[src/hw/rtl/pngu_pkg.sv]
`timescale 1ns / 1ps
package pngu_pkg;

   // Default sizes
   localparam int MAX_ROW_BYTES_DEF   = 32768;
   localparam int MAX_PIXEL_BYTES_DEF = 8;
   localparam int MAX_ROWS_DEF        = 4096;

   // Left-neighbor history depth and front/back queue depth
   localparam int HIST_DEPTH  = 8;
   localparam int QUEUE_DEPTH = 4;

   // Register index codes (byte address / 4)
   localparam logic [1:0] REG_ROW_BYTES   = 2'd0;
   localparam logic [1:0] REG_PIXEL_BYTES = 2'd1;
   localparam logic [1:0] REG_ROW_COUNT   = 2'd2;

   // Largest legal filter code
   localparam logic [7:0] FILTER_MAX = 8'd4;

   typedef enum logic [2:0] {
      FILT_NONE  = 3'd0,
      FILT_SUB   = 3'd1,
      FILT_UP    = 3'd2,
      FILT_AVG   = 3'd3,
      FILT_PAETH = 3'd4
   } pngu_filter_type;

   // Raw configuration registers
   typedef struct packed {
      logic [15:0] row_bytes;
      logic [3:0]  pixel_bytes;
      logic [12:0] row_count;
   } pngu_cfg_type;

   // One classified beat handed from front to back
   typedef struct packed {
      logic            bad;       // bad filter code result
      logic [7:0]      data;      // raw filtered byte
      logic [15:0]     idx;       // column in the row
      pngu_filter_type filter;
      logic            last;      // last data byte of the row
      logic            use_left;  // column at or past one pixel
      logic            up_valid;  // prior-row entry has been written
      logic [2:0]      bpp_sel;   // pixel bytes minus one
   } pngu_entry_type;

   // Paeth predictor on bytes
   function automatic logic [7:0] paeth(input logic [7:0] a, input logic [7:0] b,
                                        input logic [7:0] c);
      logic [9:0] q;
      logic [9:0] ca;
      logic [9:0] cb;
      logic [9:0] cc;
      logic [9:0] pa;
      logic [9:0] pb;
      logic [9:0] pc;
      q  = {2'b00, a} + {2'b00, b};
      ca = {2'b00, c} + {2'b00, a};
      cb = {2'b00, c} + {2'b00, b};
      cc = {2'b00, c} + {2'b00, c};
      pa = (q > ca) ? q - ca : ca - q;
      pb = (q > cb) ? q - cb : cb - q;
      pc = (q > cc) ? q - cc : cc - q;
      if (pa <= pb && pa <= pc) begin
         return a;
      end
      return (pb <= pc) ? b : c;
   endfunction

endpackage

[src/hw/rtl/pngu_queue.sv]
`timescale 1ns / 1ps
module pngu_queue (
   input  logic                     clock,
   input  logic                     reset,
   input  logic                     push,
   input  pngu_pkg::pngu_entry_type push_entry,
   input  logic                     pop,
   output logic                     head_valid,
   output pngu_pkg::pngu_entry_type head_entry,
   output logic                     full
);

   localparam int Depth = pngu_pkg::QUEUE_DEPTH;
   localparam int PtrW  = (Depth > 1) ? $clog2(Depth) : 1;
   localparam int CntW  = $clog2(Depth + 1);

   pngu_pkg::pngu_entry_type slot_ff [Depth];
   logic [PtrW-1:0] wr_ptr_ff;
   logic [PtrW-1:0] wr_ptr_in;
   logic [PtrW-1:0] rd_ptr_ff;
   logic [PtrW-1:0] rd_ptr_in;
   logic [CntW-1:0] count_ff;
   logic [CntW-1:0] count_in;

   assign head_valid = (count_ff != '0);
   assign full       = (count_ff == CntW'(Depth));
   assign head_entry = slot_ff[rd_ptr_ff];

   // Advance pointers with wrap
   always_comb begin
      wr_ptr_in = wr_ptr_ff;
      rd_ptr_in = rd_ptr_ff;
      count_in  = count_ff;
      if (push) begin
         wr_ptr_in = (wr_ptr_ff == PtrW'(Depth - 1)) ? '0 : wr_ptr_ff + 1'b1;
      end
      if (pop) begin
         rd_ptr_in = (rd_ptr_ff == PtrW'(Depth - 1)) ? '0 : rd_ptr_ff + 1'b1;
      end
      if (push && !pop) begin
         count_in = count_ff + 1'b1;
      end else if (pop && !push) begin
         count_in = count_ff - 1'b1;
      end
   end

   always_ff @(posedge clock) begin
      if (reset) begin
         wr_ptr_ff <= '0;
         rd_ptr_ff <= '0;
         count_ff  <= '0;
      end else begin
         wr_ptr_ff <= wr_ptr_in;
         rd_ptr_ff <= rd_ptr_in;
         count_ff  <= count_in;
      end
   end

   // Store pushed beat
   always_ff @(posedge clock) begin
      if (push) begin
         slot_ff[wr_ptr_ff] <= push_entry;
      end
   end

   a_no_overflow: assert property (@(posedge clock) disable iff (reset)
      count_ff <= CntW'(Depth))
      else $error("queue count past depth");

   a_pop_nonempty: assert property (@(posedge clock) disable iff (reset)
      pop |-> head_valid)
      else $error("queue popped while empty");

endmodule

[config.mk]
export PLATFORM = sky130hd
export DESIGN_NAME = pngu_queue
export DESIGN_NICKNAME = d
export VERILOG_FILES = /design/src/hw/rtl/pngu_pkg.sv /design/src/hw/rtl/pngu_queue.sv
export SDC_FILE = /design/constraint.sdc
export NUM_CORES = 1
export LEC_CHECK = 0
export ABC_AREA = 0
export CAP_MARGIN = 20
export CORE_MARGIN = 5
export CORE_UTILIZATION = 30
export CTS_CLUSTER_SIZE = 28
export DETAILED_ROUTE_END_ITERATION = 10
export DONT_BUFFER_PORTS = 1
export SLEW_MARGIN = 15
export SYNTH_ARGS = -nofsm -noshare
export SYNTH_HDL_FRONTEND = slang
export SYNTH_SLANG_ARGS = --single-unit
[constraint.sdc]
create_clock -name clock -period 2.3 [get_ports clock]
set_clock_uncertainty 0.05 [all_clocks]
set_input_delay 0.115 -clock clock [delete_from_list [all_inputs] [get_ports clock]]
set_output_delay 0.115 -clock clock [all_outputs]
set_load 0.02 [all_outputs]
==> flow_summary.json, run 1 <==
{
  "row_count": 49,
  "cts_tree": "done",
  "reg2reg_depth": 3,
  "synth.top_cell.area_share_pct": 75.7,
  "worstMarginPinSlew_ns": 0.679,
  "yosys_warnings": 0,
  "crit_family": "multiplexers",
  "post_dp_cell_area_sq_mm": 0.00573,
  "grt_pass1_wl_mm": 14.8,
  "ios": 74,
  "syn_area_sq_mm": 0.00540,
  "drt_wl_total_mm": 10.0,
  "cts_buffers": 17,
  "synthesis.nets": 267,
  "area_delta_synth_final_pct": 24.8,
  "synth_area_leaders": "edfxtp_1 76%, mux4_2 13%, dfxtp_1 3.3%",
  "worstSetupPathType": "flop to output port",
  "cts_hold_buf": 38,
  "synthArstFlopShare_pct": 0,
  "finalSetupViolations": 0,
  "start_util_pct": 30.2,
  "syn_inst": 222,
  "overflow": 0,
  "min_period_ns": 2.10,
  "min_path_type": "primary input to flop",
  "drv_slew": 0,
  "synth-edff-count": 136,
  "numPortBuffers": 0,
  "slew_headroom_pct": 54.6,
  "ctsRootBufferMaster": "clkbuf_16",
  "r2r_setup_slack_ns": 0.64,
  "synth-main-ff-cell": "edfxtp_1",
  "placeableCoreArea_sq_mm": 0.0178,
  "cts_sinks": 145,
  "drtPass1Iterations": 4,
  "cts_resized": 0,
  "rsz0062_at_grt": "no",
  "drtAntennaViolNets": 0,
  "ir_worst_vdd_uv": 483,
  "fmax_mhz": 475,
  "endpoint_kind": "output port",
  "drt-initial-drc-count": 110,
  "cts_htree_levels": 4,
  "rr_startpoint": "wr_ptr_ff[0]",
  "crit_buf_inv": 2,
  "finalCritPeriodShare_pct": 91.5,
  "synth_most_common_cell": "edfxtp_1",
  "clk-insertion-delay-late_ns": 0.41,
  "drc": 0,
  "outcome": "completed",
  "antenna_found_initial": 0,
  "r2r_end": "slot_ff[3][28]",
  "synth_seq_cells": 145,
  "synth_commonest_cells": "136 x edfxtp_1, 30 x mux4_2, 9 x dfxtp_1",
  "chipHeight_um": 144,
  "slowest_stage": "mux4_2",
  "synth_largest_area_cell": "edfxtp_1",
  "ys_seq_area_share_pct": 79.0,
  "post-cts-setup-buffers": 0,
  "grt_max_degree": 28,
  "hpwl_mm": 6.18,
  "routedWlPerCell_um": 19.2,
  "vias": 2339,
  "start_kind": "flop",
  "crit_end": "head_entry[15]",
  "path_depth": 3,
  "cp_cell_sequence": "buf_12 -> buf_4 -> mux4_2",
  "clk_path_buf_depth": 2,
  "vias_per_cell": 4.48,
  "arrival_ns": 1.94,
  "worstPathRequired_ns": 2.13,
  "crit_fanout": 23,
  "synth_area_per_cell_sq_um": 24.3,
  "finalSetupTns_ns": 0,
  "diodes": 0,
  "drive_above_1_share_pct": 24.6,
  "maxCapViolCount": 0,
  "path_clk_slew_ns": 0.06,
  "grt.total_usage_pct": 10.0,
  "power_leakage_nw": 2.19,
  "total_power_mw": 6.51,
  "finalHoldViolCount": 0,
  "final_area_sq_mm": 0.00674,
  "fill_cells": 1605,
  "synth.distinct_cells": 19,
  "fin_nets": 325,
  "grt_pass1_vias": 2553,
  "gp_congestion": 0.661,
  "die_w_um": 144,
  "final_core_util_pct": 37.8,
  "crit_path_max_incr_delay_ns": 0.59,
  "p_per_area_mw_per_mm2": 966,
  "die-area_sq_mm": 0.0208
}
-- worst min path at each step --
stage	start	cells after the start	end
floorplan	reset	1	count_ff[2]
finish	push	3	count_ff[0]
CTS	push	3	count_ff[0]
global route	push	3	count_ff[1]
global placement	reset	1	count_ff[2]
detailed placement	reset	1	wr_ptr_ff[0]
-- power breakdown --
group | switching, mW | internal [mW]
sequential | 0.0452 | 3.02
clock | 0.986 | 1.91
combinational | 0.322 | 0.221
total | 1.35 | 5.15
-- kinds of logic after synthesis --
kind of cell             after synthesis  share of synthesized area, %
flip-flops                           145                          79.0
multiplexers                          38                          15.2
AND/OR/NAND/NOR                       15                          1.46
buffers and inverters                 12                          1.95
adder cells (fa/ha/maj)                7                          1.76
AO/OA/AOI/OAI                          3                         0.278
XOR/XNOR                               2                         0.325
-- flip-flops by register name (all words and copies together), names as in the netlist, named ones only --
| name | flops |
|---|---|
| rd_ptr_ff | 2 |
| slot_ff | 136 |
| wr_ptr_ff | 2 |
| count_ff | 3 |
-- area by class of cell --
class                           count  area [sq um]  area share (%)
Clock inverter                     12           189            2.80
Multi-Input combinational cell     65          1030            15.3
Clock buffer                       20           437            6.48
Tap cell                          229           287            4.25
Sequential cell                   145          4270            63.3
Timing Repair Buffer               47           510            7.58
Inverter                            4          15.0           0.223
-- cells in the final DEF (no fill, tap or decap), types with 5 or more instances in the layout --
cell type	n
dfxtp_1	7
buf_12	5
ha_1	6
bufinv_16	5
edfxtp_1	136
nor2_1	7
dlygate4sd3_1	38
mux4_2	30
clkbuf_16	17
-- stage by stage --
step                      instances  hold WS, ns  setup WS [ns]
after floorplan                 222        0.134          0.471
after global placement          452        0.137          0.590
after detailed placement        452        0.140          0.574
after CTS                       522       0.0208          0.115
after global routing            522       0.0612         0.0445
final                           522       0.0492          0.196
-- layer usage --
| layer | routed length, um | global-route usage, % | vias to the layer above |
|---|---|---|---|
| li1 | - | - | 1049 |
| met1 | 4050 | 11.4 | 1224 |
| met2 | 5290 | 17.0 | 57 |
| met3 | 562 | 4.46 | 9 |
| met4 | 98 | 3.12 | 0 |
| met5 | 0 | 0 | - |
-- tightest hold or removal path, delay by kind of cell --
family / cells / cell delay, ns
fa+ha+maj: 1 / 0.19
xor+xnor: 1 / 0.09
simple gates: 1 / 0.08
No activity file was read; power rests on OpenSTA's default activity.
==> run 2: changes to the inputs <==
==> constraint.sdc (replaced) <==
create_clock -name clock -period 2.12 [get_ports clock]
set_clock_uncertainty 0.05 [all_clocks]
set_input_delay 0.106 -clock clock [delete_from_list [all_inputs] [get_ports clock]]
set_output_delay 0.106 -clock clock [all_outputs]
set_load 0.02 [all_outputs]
==> flow_summary.json, run 2 (synthesis results as in run 1) <==
{
  "crit_path_max_incr_delay_ns": 0.74,
  "die-area_sq_mm": 0.0208,
  "antenna_found_initial": 0,
  "p_per_area_mw_per_mm2": 1030,
  "final_cell_mix": "136 x edfxtp_1, 38 x dlygate4sd3_1, 30 x mux4_2",
  "pwr-share-seq_pct": 48.5,
  "rr_startpoint": "wr_ptr_ff[0]",
  "fin_nets": 323,
  "total_power_mw": 6.86,
  "die_w_um": 144,
  "outcome": "completed",
  "r2r_end": "slot_ff[0][3]",
  "cts_sinks": 145,
  "r2r_setup_slack_ns": 0.27,
  "gp_congestion": 0.655,
  "overflow": 0,
  "fmax_mhz": 515,
  "drv_slew": 0,
  "cts_htree_levels": 4,
  "drtPass1Iterations": 4,
  "switchingPower_mw": 1.52,
  "p_int_mw": 5.34,
  "arrival_ns": 1.79,
  "worstMarginPinSlew_ns": 1.02,
  "numPortBuffers": 0,
  "vias_per_cell": 4.48,
  "pwr-share-comb_pct": 8.3,
  "endpoint_kind": "output port",
  "cp_cell_sequence": "buf_4 -> mux4_1",
  "grt.total_usage_pct": 10.2,
  "grt_pass1_vias": 2530,
  "drive_above_1_share_pct": 24.7,
  "diodes": 0,
  "ios": 74,
  "worstPathRequired_ns": 1.96,
  "min_path_type": "primary input to flop",
  "ir_worst_vdd_uv": 521,
  "rsz0062_at_grt": "no",
  "chipHeight_um": 144,
  "slowest_stage": "mux4_1",
  "clk_path_buf_depth": 2,
  "clk-insertion-delay-late_ns": 0.41,
  "post-cts-setup-buffers": 0,
  "start_kind": "flop",
  "fin_hold_ws_ns": 0.0251,
  "crit_fanout": 14,
  "area_delta_synth_final_pct": 23.1,
  "ctsRootBufferMaster": "clkbuf_16",
  "cts_buffers": 17,
  "p_clk_share_pct": 43.2,
  "path_clk_slew_ns": 0.06,
  "drc": 0,
  "largest_registers": "slot_ff x136, count_ff x3",
  "reg2reg_depth": 3,
  "routedWlPerCell_um": 18.8,
  "slew_headroom_pct": 31.7,
  "row_count": 49,
  "finalHoldViolCount": 0,
  "drt_wl_total_mm": 9.78,
  "placeableCoreArea_sq_mm": 0.0178,
  "finalSetupViolations": 0,
  "grt_max_degree": 35,
  "finalSetupTns_ns": 0,
  "worstSetupPathType": "flop to output port",
  "final_common_cell": "edfxtp_1",
  "grt_pass1_wl_mm": 14.8,
  "crit_buf_inv": 1,
  "sw_frac_of_total_pct": 22.2,
  "maxCapViolCount": 0,
  "path_depth": 2,
  "cts_tree": "done",
  "largest_reg_flops": 136,
  "drt-initial-drc-count": 113,
  "vias": 2332,
  "finalCritPeriodShare_pct": 91.7,
  "top_register": "slot_ff",
  "hpwl_mm": 5.90,
  "drtAntennaViolNets": 0,
  "crit_end": "head_entry[26]",
  "power_leakage_nw": 2.15,
  "min_period_ns": 1.94,
  "start_util_pct": 30.2,
  "crit_family": "multiplexers",
  "hold_depth": 3
}
## run 2: layout make-up
cell class                 count  area, sq um
clock buffer                  17          425
clock inverter                15          168
fill                        1634        11200
inverter                       4         15.0
multi-input combinational     65         1030
sequential                   145         4270
tap                          229          287
timing repair buffer          45          449
## run 2: metrics by stage
step	instances	setup WS [ns]	util (%)	cell area, sq um
2_1_floorplan	222	0.291	-	5400
3_3_place_gp	450	0.256	31.8	5670
3_5_place_dp	450	0.221	31.8	5670
4_1_cts	520	0.0232	37.2	6640
5_1_grt	520	0.0597	37.2	6640
6_report	520	0.177	37.2	6640
## run 2: tightest hold or removal path, stage by stage
cell and delay (ns):
ha_1 0.19, mux2i_1 0.09, nor2_1 0.07
## run 2: power by group through the flow
stage	sequential, mW	clock (mW)	combinational (mW)
after floorplan	3.37	0	0.424
after global placement	3.38	0	0.494
after detailed placement	3.39	0	0.500
after CTS	3.33	3.04	0.588
after global routing	3.34	3.21	0.616
final	3.33	2.96	0.568
## run 2: worst min-delay path by stage
stage | start | to | slack [ns]
after floorplan | reset | count_ff[2] | 0.13
after global placement | reset | count_ff[2] | 0.13
after detailed placement | reset | wr_ptr_ff[1] | 0.13
after CTS | push | count_ff[1] | 0.009
after global routing | push | count_ff[1] | 0.06
final | push | count_ff[1] | 0.03
## run 2: what timing repair did
item                       in CTS  in global routing
resized for setup               0                  1
hold endpoints to repair      145                  0
hold buffers                   38                  0
setup endpoints to repair       0                  3
## run 2: layer usage
| layer | track usage [%] | vias up | part of all wire, % |
|---|---|---|---|
| met5 | 0 | - | 0 |
| met2 | 17.0 | 66 | 51 |
| met1 | 11.6 | 1210 | 41 |
| li1 | - | 1041 | - |
| met3 | 4.03 | 15 | 6.0 |
| met4 | 4.46 | 0 | 1.8 |
