### src/hw/rtl/pngu_pkg.sv
`timescale 1ns / 1ps
package pngu_pkg;

   // Default sizes
   localparam int MAX_ROW_BYTES_DEF   = 32768;
   localparam int MAX_PIXEL_BYTES_DEF = 8;
   localparam int MAX_ROWS_DEF        = 4096;

   // Left-neighbor history depth and front/back queue depth
   localparam int HIST_DEPTH  = 8;
   localparam int QUEUE_DEPTH = 4;

   // Register index codes (byte address / 4)
   localparam logic [1:0] REG_ROW_BYTES   = 2'd0;
   localparam logic [1:0] REG_PIXEL_BYTES = 2'd1;
   localparam logic [1:0] REG_ROW_COUNT   = 2'd2;

   // Largest legal filter code
   localparam logic [7:0] FILTER_MAX = 8'd4;

   typedef enum logic [2:0] {
      FILT_NONE  = 3'd0,
      FILT_SUB   = 3'd1,
      FILT_UP    = 3'd2,
      FILT_AVG   = 3'd3,
      FILT_PAETH = 3'd4
   } pngu_filter_type;

   // Raw configuration registers
   typedef struct packed {
      logic [15:0] row_bytes;
      logic [3:0]  pixel_bytes;
      logic [12:0] row_count;
   } pngu_cfg_type;

   // One classified beat handed from front to back
   typedef struct packed {
      logic            bad;       // bad filter code result
      logic [7:0]      data;      // raw filtered byte
      logic [15:0]     idx;       // column in the row
      pngu_filter_type filter;
      logic            last;      // last data byte of the row
      logic            use_left;  // column at or past one pixel
      logic            up_valid;  // prior-row entry has been written
      logic [2:0]      bpp_sel;   // pixel bytes minus one
   } pngu_entry_type;

   // Paeth predictor on bytes
   function automatic logic [7:0] paeth(input logic [7:0] a, input logic [7:0] b,
                                        input logic [7:0] c);
      logic [9:0] q;
      logic [9:0] ca;
      logic [9:0] cb;
      logic [9:0] cc;
      logic [9:0] pa;
      logic [9:0] pb;
      logic [9:0] pc;
      q  = {2'b00, a} + {2'b00, b};
      ca = {2'b00, c} + {2'b00, a};
      cb = {2'b00, c} + {2'b00, b};
      cc = {2'b00, c} + {2'b00, c};
      pa = (q > ca) ? q - ca : ca - q;
      pb = (q > cb) ? q - cb : cb - q;
      pc = (q > cc) ? q - cc : cc - q;
      if (pa <= pb && pa <= pc) begin
         return a;
      end
      return (pb <= pc) ? b : c;
   endfunction

endpackage

### src/hw/rtl/pngu_front.sv
`timescale 1ns / 1ps
module pngu_front #(
   parameter int MAX_ROW_BYTES   = pngu_pkg::MAX_ROW_BYTES_DEF,
   parameter int MAX_PIXEL_BYTES = pngu_pkg::MAX_PIXEL_BYTES_DEF,
   parameter int MAX_ROWS        = pngu_pkg::MAX_ROWS_DEF
) (
   input  logic                     clock,
   input  logic                     reset,
   input  logic                     req_valid,
   output logic                     req_ready,
   input  logic [7:0]               req_byte_in,
   input  pngu_pkg::pngu_cfg_type   cfg,
   input  logic                     q_full,
   output logic                     q_push,
   output pngu_pkg::pngu_entry_type q_entry
);

   localparam int ColW = $clog2(MAX_ROW_BYTES + 1);
   localparam int RowW = $clog2(MAX_ROWS + 1);
   localparam logic [16:0] MaxRb   = 17'(MAX_ROW_BYTES);
   localparam logic [16:0] MaxRows = 17'(MAX_ROWS);
   localparam logic [3:0]  MaxPb   = 4'(MAX_PIXEL_BYTES);

   logic                      expect_filter_ff;
   logic                      expect_filter_in;
   pngu_pkg::pngu_filter_type filter_ff;
   pngu_pkg::pngu_filter_type filter_in;
   logic [ColW-1:0]           col_ff;
   logic [ColW-1:0]           col_in;
   logic [ColW-1:0]           hwm_ff;
   logic [ColW-1:0]           hwm_in;
   logic [RowW-1:0]           rows_done_ff;
   logic [RowW-1:0]           rows_done_in;
   logic                      halted_ff;
   logic                      halted_in;

   logic [16:0] rb_ext;
   logic [16:0] rb_eff;
   logic [16:0] rc_ext;
   logic [16:0] rc_eff;
   logic [3:0]  pb_eff;
   logic [16:0] col_next;
   logic        accept;
   logic        active;
   logic        last;
   logic        up_valid;

   // Clamp registers to legal ranges
   always_comb begin
      rb_ext = {1'b0, cfg.row_bytes};
      if (rb_ext == '0) begin
         rb_eff = 17'd1;
      end else if (rb_ext > MaxRb) begin
         rb_eff = MaxRb;
      end else begin
         rb_eff = rb_ext;
      end
      rc_ext = 17'(cfg.row_count);
      rc_eff = (rc_ext > MaxRows) ? MaxRows : rc_ext;
      if (cfg.pixel_bytes == '0) begin
         pb_eff = 4'd1;
      end else if (cfg.pixel_bytes > MaxPb) begin
         pb_eff = MaxPb;
      end else begin
         pb_eff = cfg.pixel_bytes;
      end
   end

   assign req_ready = !q_full;
   assign accept    = req_valid && req_ready;
   assign active    = accept && !halted_ff && (17'(rows_done_ff) < rc_eff);
   assign col_next  = 17'(col_ff) + 17'd1;
   assign last      = (col_next >= rb_eff);
   assign up_valid  = (col_ff < hwm_ff);

   // Classify beat, track row position
   always_comb begin
      expect_filter_in = expect_filter_ff;
      filter_in        = filter_ff;
      col_in           = col_ff;
      hwm_in           = hwm_ff;
      rows_done_in     = rows_done_ff;
      halted_in        = halted_ff;
      q_push           = 1'b0;
      q_entry          = '0;
      q_entry.data     = req_byte_in;
      q_entry.idx      = 16'(col_ff);
      q_entry.filter   = filter_ff;
      q_entry.last     = last;
      q_entry.use_left = (17'(col_ff) >= 17'(pb_eff));
      q_entry.up_valid = up_valid;
      q_entry.bpp_sel  = 3'(pb_eff - 4'd1);
      if (active && expect_filter_ff) begin
         if (req_byte_in > pngu_pkg::FILTER_MAX) begin
            halted_in   = 1'b1;
            q_push      = 1'b1;
            q_entry     = '0;
            q_entry.bad = 1'b1;
         end else begin
            filter_in        = pngu_pkg::pngu_filter_type'(req_byte_in[2:0]);
            expect_filter_in = 1'b0;
         end
      end else if (active) begin
         q_push = 1'b1;
         if (!up_valid) begin
            hwm_in = col_next[ColW-1:0];
         end
         if (last) begin
            col_in           = '0;
            expect_filter_in = 1'b1;
            rows_done_in     = rows_done_ff + 1'b1;
         end else begin
            col_in = col_next[ColW-1:0];
         end
      end
   end

   always_ff @(posedge clock) begin
      if (reset) begin
         expect_filter_ff <= 1'b1;
         filter_ff        <= pngu_pkg::FILT_NONE;
         col_ff           <= '0;
         hwm_ff           <= '0;
         rows_done_ff     <= '0;
         halted_ff        <= 1'b0;
      end else begin
         expect_filter_ff <= expect_filter_in;
         filter_ff        <= filter_in;
         col_ff           <= col_in;
         hwm_ff           <= hwm_in;
         rows_done_ff     <= rows_done_in;
         halted_ff        <= halted_in;
      end
   end

   a_halt_quiet: assert property (@(posedge clock) disable iff (reset)
      halted_ff |-> !q_push)
      else $error("beat queued after halt");

endmodule

### config.mk
export PLATFORM = sky130hd
export DESIGN_NAME = pngu_front
export DESIGN_NICKNAME = d
export VERILOG_FILES = /design/src/hw/rtl/pngu_pkg.sv /design/src/hw/rtl/pngu_front.sv
export SDC_FILE = /design/constraint.sdc
export NUM_CORES = 1
export LEC_CHECK = 0
export BUFFER_PORTS_ARGS = -buffer_cell sky130_fd_sc_hd__buf_2
export CORE_ASPECT_RATIO = 0.6
export CORE_UTILIZATION = 51
export DETAILED_ROUTE_END_ITERATION = 12
export PLACE_DENSITY = 0.84
export RECOVER_POWER = 50
export SLEW_MARGIN = 0
export SYNTH_ARGS = -nofsm -noshare
export SYNTH_HDL_FRONTEND = slang
export SYNTH_SLANG_ARGS = --single-unit
### constraint.sdc
create_clock -name clock -period 3.8 [get_ports clock]
set_clock_uncertainty 0.1 [all_clocks]
set_input_delay 0.57 -clock clock [delete_from_list [all_inputs] [get_ports clock]]
set_output_delay 0.57 -clock clock [all_outputs]
set_load 0.05 [all_outputs]
==> impl_metrics.csv, run 1 <==
group,metric,value,unit
global_routing,grt_pass1_wl,19300,um
critical_path,worst_setup_path_start_kind,"flop",
die,start_util,53.3,%
clock_network,cts_buffer_depth,2,
synthesis,synth_edf_count,0,
clock_network,cts_buffers,5,
flow_run,drv_cap,0,
finish,fin_area,5360,um^2
synthesis,syn-num-nets,623,
placed_design,place_inst,723,
global_routing,grt_util_all_layers,28.1,%
clock_network,cts.reportedPaths.clkPinSlew,0.07,ns
routing,wirelength,13300,um
run_status,violations,"setup timing",
finish,num_antenna_cells,0,
synthesis,synth_seq_cells,50,
synthesis,syn_area,4230,um^2
critical_path,crit_arrival,3.15,ns
critical_path,crit_fanout,5,
placed_design,port_buffers,80,
sta,tightestPinTransition,1.15,ns
routing,vias,4486,
placed_design,dp_hpwl,9100,um
sta,slew_headroom,23.5,%
sta,fin_crit_sh,101,%
sta,drv_slew,0,
critical_path,path_class,"reg -> out",
synthesis,ys_warn_count,0,
finish,stdcell_count,743,
clock_network,cts_num_sinks,50,
global_routing,antenna_found_initial,0,
critical_path,end_kind,"primary output",
die,coreArea,7950,um^2
critical_path,path_cells,"nand3_4 -> or4_4 -> nor2_4 -> xor2_2 -> ha_4 -> nand3_1 -> nor3_1 -> a221o_2 -> nor3b_4 -> nor2_2 -> buf_6",
routing,viasPerCell,6.04,
run_status,status,"finished, violations left",
sta,finalSetupViolCount,1,
finish,regArea,1020,um^2
global_routing,grt_start_max_net_pins,74,
die,die_h,72.6,um
sta,period_needed,3.82,ns
finish,area_growth,26.5,%
finish,utilization,67.4,%
sta,fmax,262,MHz
power,p_leak,2.36,nW
sta,fin_ws,-0.0220,ns
finish,final_nets,729,
power,ir_worst_vdd,0.181,mV
placed_design,place_area,4900,um^2
clock_network,cts_tree,"done",
clock_network,clk_latency,0.30,ns
synthesis,ys_types,67,
clock_network,cts_root_buf,"clkbuf_16",
synthesis,avgSynthCellArea,8.02,um^2
finish,nFillCells,605,
clock_network,hold_buffers,0,
placed_design,gp_routability_congestion,0.925,
synthesis,postSynthCellCount,528,
finish,multi_input_area,3180,um^2
clock_network,cts_max_level,2,
critical_path,critPathSlowestCell,"or4_4",
sta,finalHoldViolations,0,
global_routing,gr-total-overflow,0,
synthesis,synthFlopType,"dfxtp_1",
synthesis,postSynth.asyncResetShare,0,%
power,p_per_area,223,nW/um^2
die,fp.dieW,120,um
critical_path,required,3.13,ns
routing,firstDrtPassIters,6,
global_routing,grt_pass1_vias,4018,
power,total_power,0.00119,W
synthesis,ys_seq_area_share,23.6,%
routing,ant_nets,0,
critical_path,slowest_delay,0.65,ns
die,num_io_pins,81,
routing,drt_drc_violations_left,0,
die,rows,25,
routing,wl_per_cell,17.9,um
routing,drtIter0Drc,602,
finish,drive_gt1_share,30.1,%
hold_path,hold_path_class,"reg -> reg",
die,dieArea,8680,um^2
placed cells by master, fill, tap and decap left out, types with 4 or more instances in the layout:
| master | n |
|---|---|
| buf_4 | 40 |
| nor2_1 | 36 |
| buf_6 | 4 |
| buf_2 | 77 |
| xnor2_2 | 4 |
| nor2b_1 | 36 |
| nand4_1 | 9 |
| mux2_2 | 4 |
| nand2_1 | 60 |
| inv_1 | 24 |
| clkbuf_16 | 5 |
| dfxtp_2 | 4 |
| ha_1 | 46 |
| ha_4 | 4 |
| dfxtp_1 | 43 |
| nand2b_1 | 32 |
| o21ai_0 | 10 |
| mux2_1 | 7 |
| and3_1 | 6 |
| nor4_1 | 9 |
| nor3_1 | 10 |
| a21oi_1 | 28 |
| mux2i_1 | 18 |
| nand3_1 | 27 |
repair_timing:
action                                  4_1_cts  5_1_grt
gates cloned                                  0        0
resized for setup                            14       33
pin swaps                                     5       18
buffers inserted                              4        8
endpoints found under the setup margin        1       44
kinds of logic (layout without fill, tap and decap cells):
| kind of cell | count (synthesis) | in the layout | share of synthesized area, % |
|---|---|---|---|
| AOI/OAI and AO/OA | 71 | 71 | 11.3 |
| xor gates and xnor gates | 13 | 13 | 2.87 |
| adders and majority gates | 50 | 50 | 14.8 |
| buffers and inverters | 53 | 160 | 6.09 |
| DFF | 50 | 50 | 23.6 |
| muxes | 29 | 29 | 7.18 |
| and+or+nand+nor | 262 | 262 | 34.2 |
worst paths after layout:
kind	startpoint	depth (start not counted)	endpoint	slack, ns
worst max-delay path	col_ff[3]$_SDFFE_PP0P_	11	q_entry[5]	-0.02
worst min-delay path	hwm_ff[3]$_SDFFE_PP0P_	2	hwm_ff[3]$_SDFFE_PP0P_	0.38
worst max register to register	col_ff[10]$_SDFFE_PP0P_	14	rows_done_ff[7]$_SDFFE_PP0P_	0.01
worst min register to register	hwm_ff[3]$_SDFFE_PP0P_	2	hwm_ff[3]$_SDFFE_PP0P_	0.38
synth_stat cells, types with 3 or more instances:
library cell	number	area [um^2]
nand3_1	28	140
xor2_1	4	35.0
a31oi_1	3	18.8
nor3_1	12	60.1
dfxtp_1	50	1000
o21ai_1	3	15.0
nand4_1	9	56.3
xnor2_1	8	70.1
a21oi_1	29	145
mux2_2	4	45.0
or4_1	3	22.5
nor2b_1	36	225
nor4_1	9	56.3
o21a_1	3	22.5
nand2b_1	32	200
and3_1	7	43.8
buf_2	11	55.1
inv_1	25	93.8
nand2_1	62	233
mux2_1	7	78.8
ha_1	50	626
nor2_1	40	150
mux2i_1	18	180
clkbuf_1	10	37.5
buf_6	6	67.6
o21ai_0	10	50.1
sequential cells by signal (all words and copies together) (netlist names):
register,cells
col_ff,16
filter_ff,3
halted_ff,1
hwm_ff,16
rows_done_ff,13
expect_filter_ff,1
where the power goes:
part	switching [W]	internal [W]	total (W)
Clock	0.000205	0.000262	0.000466
Combinational	0.000133	0.0000714	0.000205
Sequential	0.000000519	0.000522	0.000523
cell type report:
type	instances	share of cell area [%]
clock buffer	7	2.66
tap	108	2.52
timing repair buffer	126	14.4
multi-input combinational	425	59.4
inverter	26	1.89
clock inverter	1	0.0934
sequential	50	19.0
stage by stage:
stage          setup WS (ns)  hold slack (ns)  setup TNS [ns]
2_1_floorplan         -0.107            0.341          -0.159
3_3_place_gp           0.135            0.353               0
3_5_place_dp          0.0612            0.368               0
4_1_cts             0.000781            0.379               0
5_1_grt              -0.0992            0.398          -0.415
6_report             -0.0220            0.377         -0.0220
per-layer routing:
layer  global-route usage (%)  vias to the layer above  routed length, um
li1                         -                     2066                  -
met1                     38.5                     2071               5630
met2                     43.7                      290               5780
met3                     6.72                       59               1470
met4                     9.03                        0                400
met5                        0                        -                  0
critical path: cells and delay by family (launching register included):
family | cells | cell delay [ns]
buffers and inverters | 1 | 0.15
adders and majority gates | 1 | 0.26
and+or+nand+nor | 7 | 1.41
xor gates and xnor gates | 1 | 0.26
DFF | 1 | 0.37
AOI/OAI and AO/OA | 1 | 0.40
Power figures use the tool's default switching activity.
==> run 2: changes to the inputs <==
CORE_UTILIZATION = 52   (was 51)
CTS_BUF_LIST = sky130_fd_sc_hd__clkbuf_4   (was unset)
PLACE_DENSITY = 0.86   (was 0.84)
==> run 2 against run 1 <==
The flow still finishes with violations (setup timing). Combinational power rose by 2%. Sequential cell count did not move. Cell count rose by 2.7%. Setup slack got worse by 0.30 ns. Critical path type is now reg -> reg. Largest cell class unchanged. Highest routed layer unchanged.
==> impl_metrics.csv, run 2 (synthesis results as in run 1) <==
group,metric,value,unit
critical_path,crit_family,"buffers and inverters",
global_routing,use_met3,9.67,%
critical_path,required,4.00,ns
placed_design,pre_cts_ws,0.0297,ns
critical_path,path_class,"reg -> reg",
power,ir_worst_vdd,0.189,mV
routing,viasPerCell,6.30,
placed_design,place_inst,717,
sta,fmax,243,MHz
clock_network,cts_max_level,2,
die,num_io_pins,81,
critical_path,r2r_cells,26,
critical_path,critPathSlowestCell,"dfxtp_2",
global_routing,busiest_layer,"met2",
placed_design,gp_routability_congestion,0.872,
sta,fin_crit_sh,109,%
die,start_util,53.7,%
power,p_leak,2.51,nW
sta,fin_ws,-0.323,ns
die,coreArea,7880,um^2
clock_network,cts_tree,"done",
clock_network,cts_buffer_depth,2,
critical_path,crit_arrival,4.32,ns
placed_design,place_area,4860,um^2
sta,drv_slew,0,
global_routing,grt_pass1_vias,4384,
flow_run,drv_cap,0,
routing,vias,4807,
critical_path,cp_num_buf_inv,19,
finish,largestRegisters,"col_ff: 16 flops, hwm_ff: 16 flops, rows_done_ff: 13 flops",
power,netSwitchingFraction,33.7,%
sta,period_needed,4.12,ns
run_status,status,"finished, violations left",
clock_network,cts.reportedPaths.clkPinSlew,0.18,ns
routing,drt_drc_violations_left,0,
routing,ant_nets,0,
placed_design,dp_hpwl,9230,um
critical_path,crit_fanout,2,
hold_path,hold_path_class,"in -> reg",
finish,fin_area,5490,um^2
finish,num_antenna_cells,0,
sta,rsz0062_at_grt,"yes",
clock_network,cts_num_sinks,50,
critical_path,slowest_delay,0.37,ns
die,rows,25,
global_routing,use_met1,40.4,%
finish,area_growth,29.6,%
power,total_power,0.00101,W
sta,tightestPinTransition,0.822,ns
clock_network,hold_buffers,0,
sta,slew_headroom,45.0,%
clock_network,cts_buffers,5,
global_routing,use_met2,50.9,%
critical_path,path_common_cell,"buf_4",
routing,firstDrtPassIters,6,
power,intPower,0.000669,W
critical_path,crit_cells,26,
clock_network,cts_root_buf,"clkbuf_4",
critical_path,worst_setup_path_start_kind,"flop",
routing,wl_per_cell,19.9,um
finish,final_common_cell,"buf_2",
global_routing,gr-total-overflow,0,
routing,wirelength,15200,um
finish,final_nets,749,
global_routing,grt_pass1_wl,21500,um
finish,layout_common_cells,"buf_2 (78), buf_4 (62), nand2_1 (60)",
placed_design,port_buffers,80,
routing,drtIter0Drc,832,
hold_path,min_path_cells,3,
sta,whs,0.321,ns
finish,stdcell_count,763,
power,power_frac_comb,20.8,%
die,dieArea,8520,um^2
global_routing,grt_start_max_net_pins,54,
die,die_h,71.9,um
finish,drive_gt1_share,32.4,%
power,p_clk_share,27.1,%
power,p_per_area,184,nW/um^2
power,pwr-share-seq,52.1,%
sta,finalHoldViolations,0,
sta,finalSetupViolCount,44,
run_status,violations,"setup timing",
global_routing,grt_util_all_layers,32.2,%
finish,nFillCells,552,
clock_network,clk_latency,0.40,ns
global_routing,antenna_found_initial,0,
power,power_switching,0.000340,W
critical_path,end_kind,"flop",
die,fp.dieW,118,um
run 2: routing by layer:
layer  vias up  part of all wire [%]
li1       2105                     -
met4         0                   6.5
met1      2163                    39
met3       127                    13
met2       412                    42
met5         -                     0
run 2: per-stage QoR:
step	utilization (%)	TNS [ns]
2_1_floorplan	-	-0.159
3_3_place_gp	61.7	0
3_5_place_dp	61.7	0
4_1_cts	66.9	-0.168
5_1_grt	69.6	-8.20
6_report	69.6	-4.39
run 2: power by group through the flow:
stage	registers, W	logic [W]	clock network, W
floorplan	0.000537	0.000129	0
global placement	0.000537	0.000182	0
detailed placement	0.000537	0.000188	0
CTS	0.000525	0.000192	0.000270
global route	0.000526	0.000222	0.000303
finish	0.000525	0.000210	0.000273
run 2: path summary, 6_finish.rpt:
kind	end	from	slack (ns)
setup reg to reg	col_ff[12]$_SDFFE_PP0P_	col_ff[1]$_SDFFE_PP0P_	-0.32
hold reg to reg	hwm_ff[4]$_SDFFE_PP0P_	hwm_ff[4]$_SDFFE_PP0P_	0.38
hold / removal	filter_ff[2]$_SDFFE_PP0P_	req_byte_in[2]	0.32
setup / recovery	col_ff[12]$_SDFFE_PP0P_	col_ff[1]$_SDFFE_PP0P_	-0.32
run 2: what timing repair did:
action                                  4_1_cts  5_1_grt
pin swaps                                    19       10
gates resized for setup                      30       23
buffers inserted                             28       10
endpoints found under the setup margin        1       44
run 2: area by class of cell:
| class | count | area, um^2 | area share (%) |
|---|---|---|---|
| clock buffers | 5 | 37.5 | 0.684 |
| clock inverters | 3 | 20.0 | 0.365 |
| inverters | 26 | 98.8 | 1.80 |
| multi-input cells | 425 | 3250 | 59.2 |
| flip-flops and latches | 50 | 1010 | 18.4 |
| well taps | 108 | 135 | 2.46 |
| repair buffers | 146 | 937 | 17.1 |
run 2: worst register-to-register path, cell delays in order, from the launching register on:
cell     delay, ns
dfxtp_2       0.37
buf_6         0.10
ha_4          0.13
nand2_4       0.05
nor4_4        0.31
nand2_2       0.15
buf_6         0.17
buf_4         0.12
buf_4         0.13
buf_4         0.13
buf_4         0.12
buf_4         0.12
buf_4         0.13
buf_4         0.15
buf_4         0.14
buf_4         0.14
buf_4         0.13
buf_4         0.13
buf_4         0.13
buf_4         0.12
buf_4         0.12
buf_4         0.13
buf_4         0.13
buf_4         0.14
and3_1        0.21
a22oi_1       0.16
a21oi_1       0.08
==> run 3: changes to the inputs <==
CORE_ASPECT_RATIO = unset   (was 0.6)
CORE_UTILIZATION = 55   (was 52)
clock period = 4.9 ns   (was 3.8 ns; I/O delays follow)
==> run 3 against run 2 <==
Largest power group unchanged. Wire length decreased by 31%. Cell count shrank 9.3%. Combinational power is 34% lower. The run now ends clean. Critical path type is now reg -> out.
==> impl_metrics.csv, run 3 (synthesis results as in run 1) <==
group,metric,value,unit
finish,largestRegisters,"col_ff: 16 flops, hwm_ff: 16 flops, rows_done_ff: 13 flops",
die,num_io_pins,81,
die,rows,31,
placed_design,port_buffers,80,
power,p_leak,2.06,nW
die,fp.dieW,89.7,um
critical_path,required,4.07,ns
finish,drive_gt1_share,18.5,%
power,p_per_area,171,nW/um^2
power,total_power,0.000801,W
die,start_util,57.8,%
sta,rsz0062_at_grt,"no",
placed_design,gp_routability_congestion,0.924,
sta,slew_headroom,8.70,%
finish,final_nets,687,
sta,drv_slew,0,
clock_network,cts.reportedPaths.clkPinSlew,0.15,ns
global_routing,grt_pass1_wl,17800,um
critical_path,path_class,"reg -> out",
clock_network,hold_buffers,0,
power,intPower,0.000572,W
clock_network,cts_root_buf,"clkbuf_4",
sta,setup_tns,0,ns
routing,wirelength,10400,um
power,pwr-share-seq,50.9,%
global_routing,grt_start_max_net_pins,77,
routing,viasPerCell,5.81,
hold_path,hold_path_class,"reg -> reg",
power,netSwitchingFraction,28.6,%
clock_network,clk_latency,0.37,ns
finish,area_growth,10.5,%
routing,ant_nets,0,
routing,vias,4018,
die,dieArea,8050,um^2
global_routing,gr-total-overflow,0,
sta,finalSetupViolCount,0,
placed_design,dp_hpwl,7930,um
clock_network,cts_buffer_depth,2,
sta,period_needed,4.63,ns
sta,finalHoldViolations,0,
die,die_h,89.7,um
critical_path,crit_fanout,11,
clock_network,cts_max_level,2,
critical_path,worst_setup_path_start_kind,"flop",
sta,tightestPinTransition,1.37,ns
global_routing,grt_util_all_layers,26.7,%
clock_network,cts_tree,"done",
critical_path,end_kind,"primary output",
clock_network,cts-resized-gates,0,
run_status,status,"finished clean",
routing,drt_drc_violations_left,0,
global_routing,antenna_found_initial,0,
die,coreArea,7330,um^2
clock_network,cts_buffers,5,
sta,fin_crit_sh,94.4,%
finish,num_antenna_cells,0,
finish,final_common_cell,"buf_2",
global_routing,grt_pass1_vias,3913,
sta,fmax,216,MHz
clock_network,cts_setup_buffers,0,
sta,whs,0.382,ns
routing,drtIter0Drc,414,
clock_network,cts_num_sinks,50,
flow_run,drv_cap,0,
power,power_switching,0.000229,W
routing,firstDrtPassIters,5,
power,power_frac_comb,17.4,%
routing,wl_per_cell,15.0,um
finish,layout_common_cells,"buf_2 (77), nand2_1 (63), ha_1 (50), dfxtp_1 (50), nor2_1 (41)",
power,ir_worst_vdd,0.161,mV
critical_path,crit_arrival,3.79,ns
power,p_clk_share,31.7,%
## run 3: per-stage QoR
stage	instances	utilization (%)	setup slack [ns]	instance area, um^2
2_1_floorplan	528	-	0.593	4230
3_3_place_gp	684	63.1	0.819	4630
3_5_place_dp	684	63.1	0.765	4630
4_1_cts	692	64.3	0.364	4710
5_1_grt	692	63.8	0.0964	4680
6_report	692	63.8	0.273	4680
## run 3: cell type report
cell class	instances	area [um^2]
tap	99	124
inverter	26	97.6
timing repair buffer	84	423
sequential	50	1000
multi-input combinational	425	2950
clock buffer	7	52.6
clock inverter	1	30.0
fill	589	2650
## run 3: power groups by stage
stage          clock network (W)  logic [W]  registers (W)
2_1_floorplan                  0  0.0000985       0.000417
3_3_place_gp                   0   0.000135       0.000417
3_5_place_dp                   0   0.000140       0.000417
4_1_cts                 0.000255   0.000140       0.000408
5_1_grt                 0.000276   0.000152       0.000408
6_report                0.000254   0.000139       0.000408
## run 3: routing by layer
metal,vias to the layer above,track usage (%),wire length [um]
met5,-,0,0
met4,0,9.97,246
met3,26,3.13,694
met2,159,43.5,4680
met1,1861,36.2,4780
li1,1972,-,-
## run 3: path summary, 6_finish.rpt
path / from / to / slack [ns] / depth (start not counted)
worst max-delay path: col_ff[2]$_SDFFE_PP0P_ / q_entry[5] / 0.27 / 11
worst min-delay path: hwm_ff[15]$_SDFFE_PP0P_ / hwm_ff[15]$_SDFFE_PP0P_ / 0.38 / 2
worst max register to register: col_ff[2]$_SDFFE_PP0P_ / rows_done_ff[7]$_SDFFE_PP0P_ / 0.44 / 12
worst min register to register: hwm_ff[15]$_SDFFE_PP0P_ / hwm_ff[15]$_SDFFE_PP0P_ / 0.38 / 2
## run 3: critical path, cell delays in order, from the launching register on
cell and delay, ns:
dfxtp_1 0.59, nand3_2 0.18, or4_1 0.67, nor2_1 0.23, xor2_2 0.23, ha_1 0.29
nor3_1 0.21, or2_1 0.19, a2bb2oi_2 0.25, nor3b_4 0.27, nor2_1 0.07, buf_2 0.22
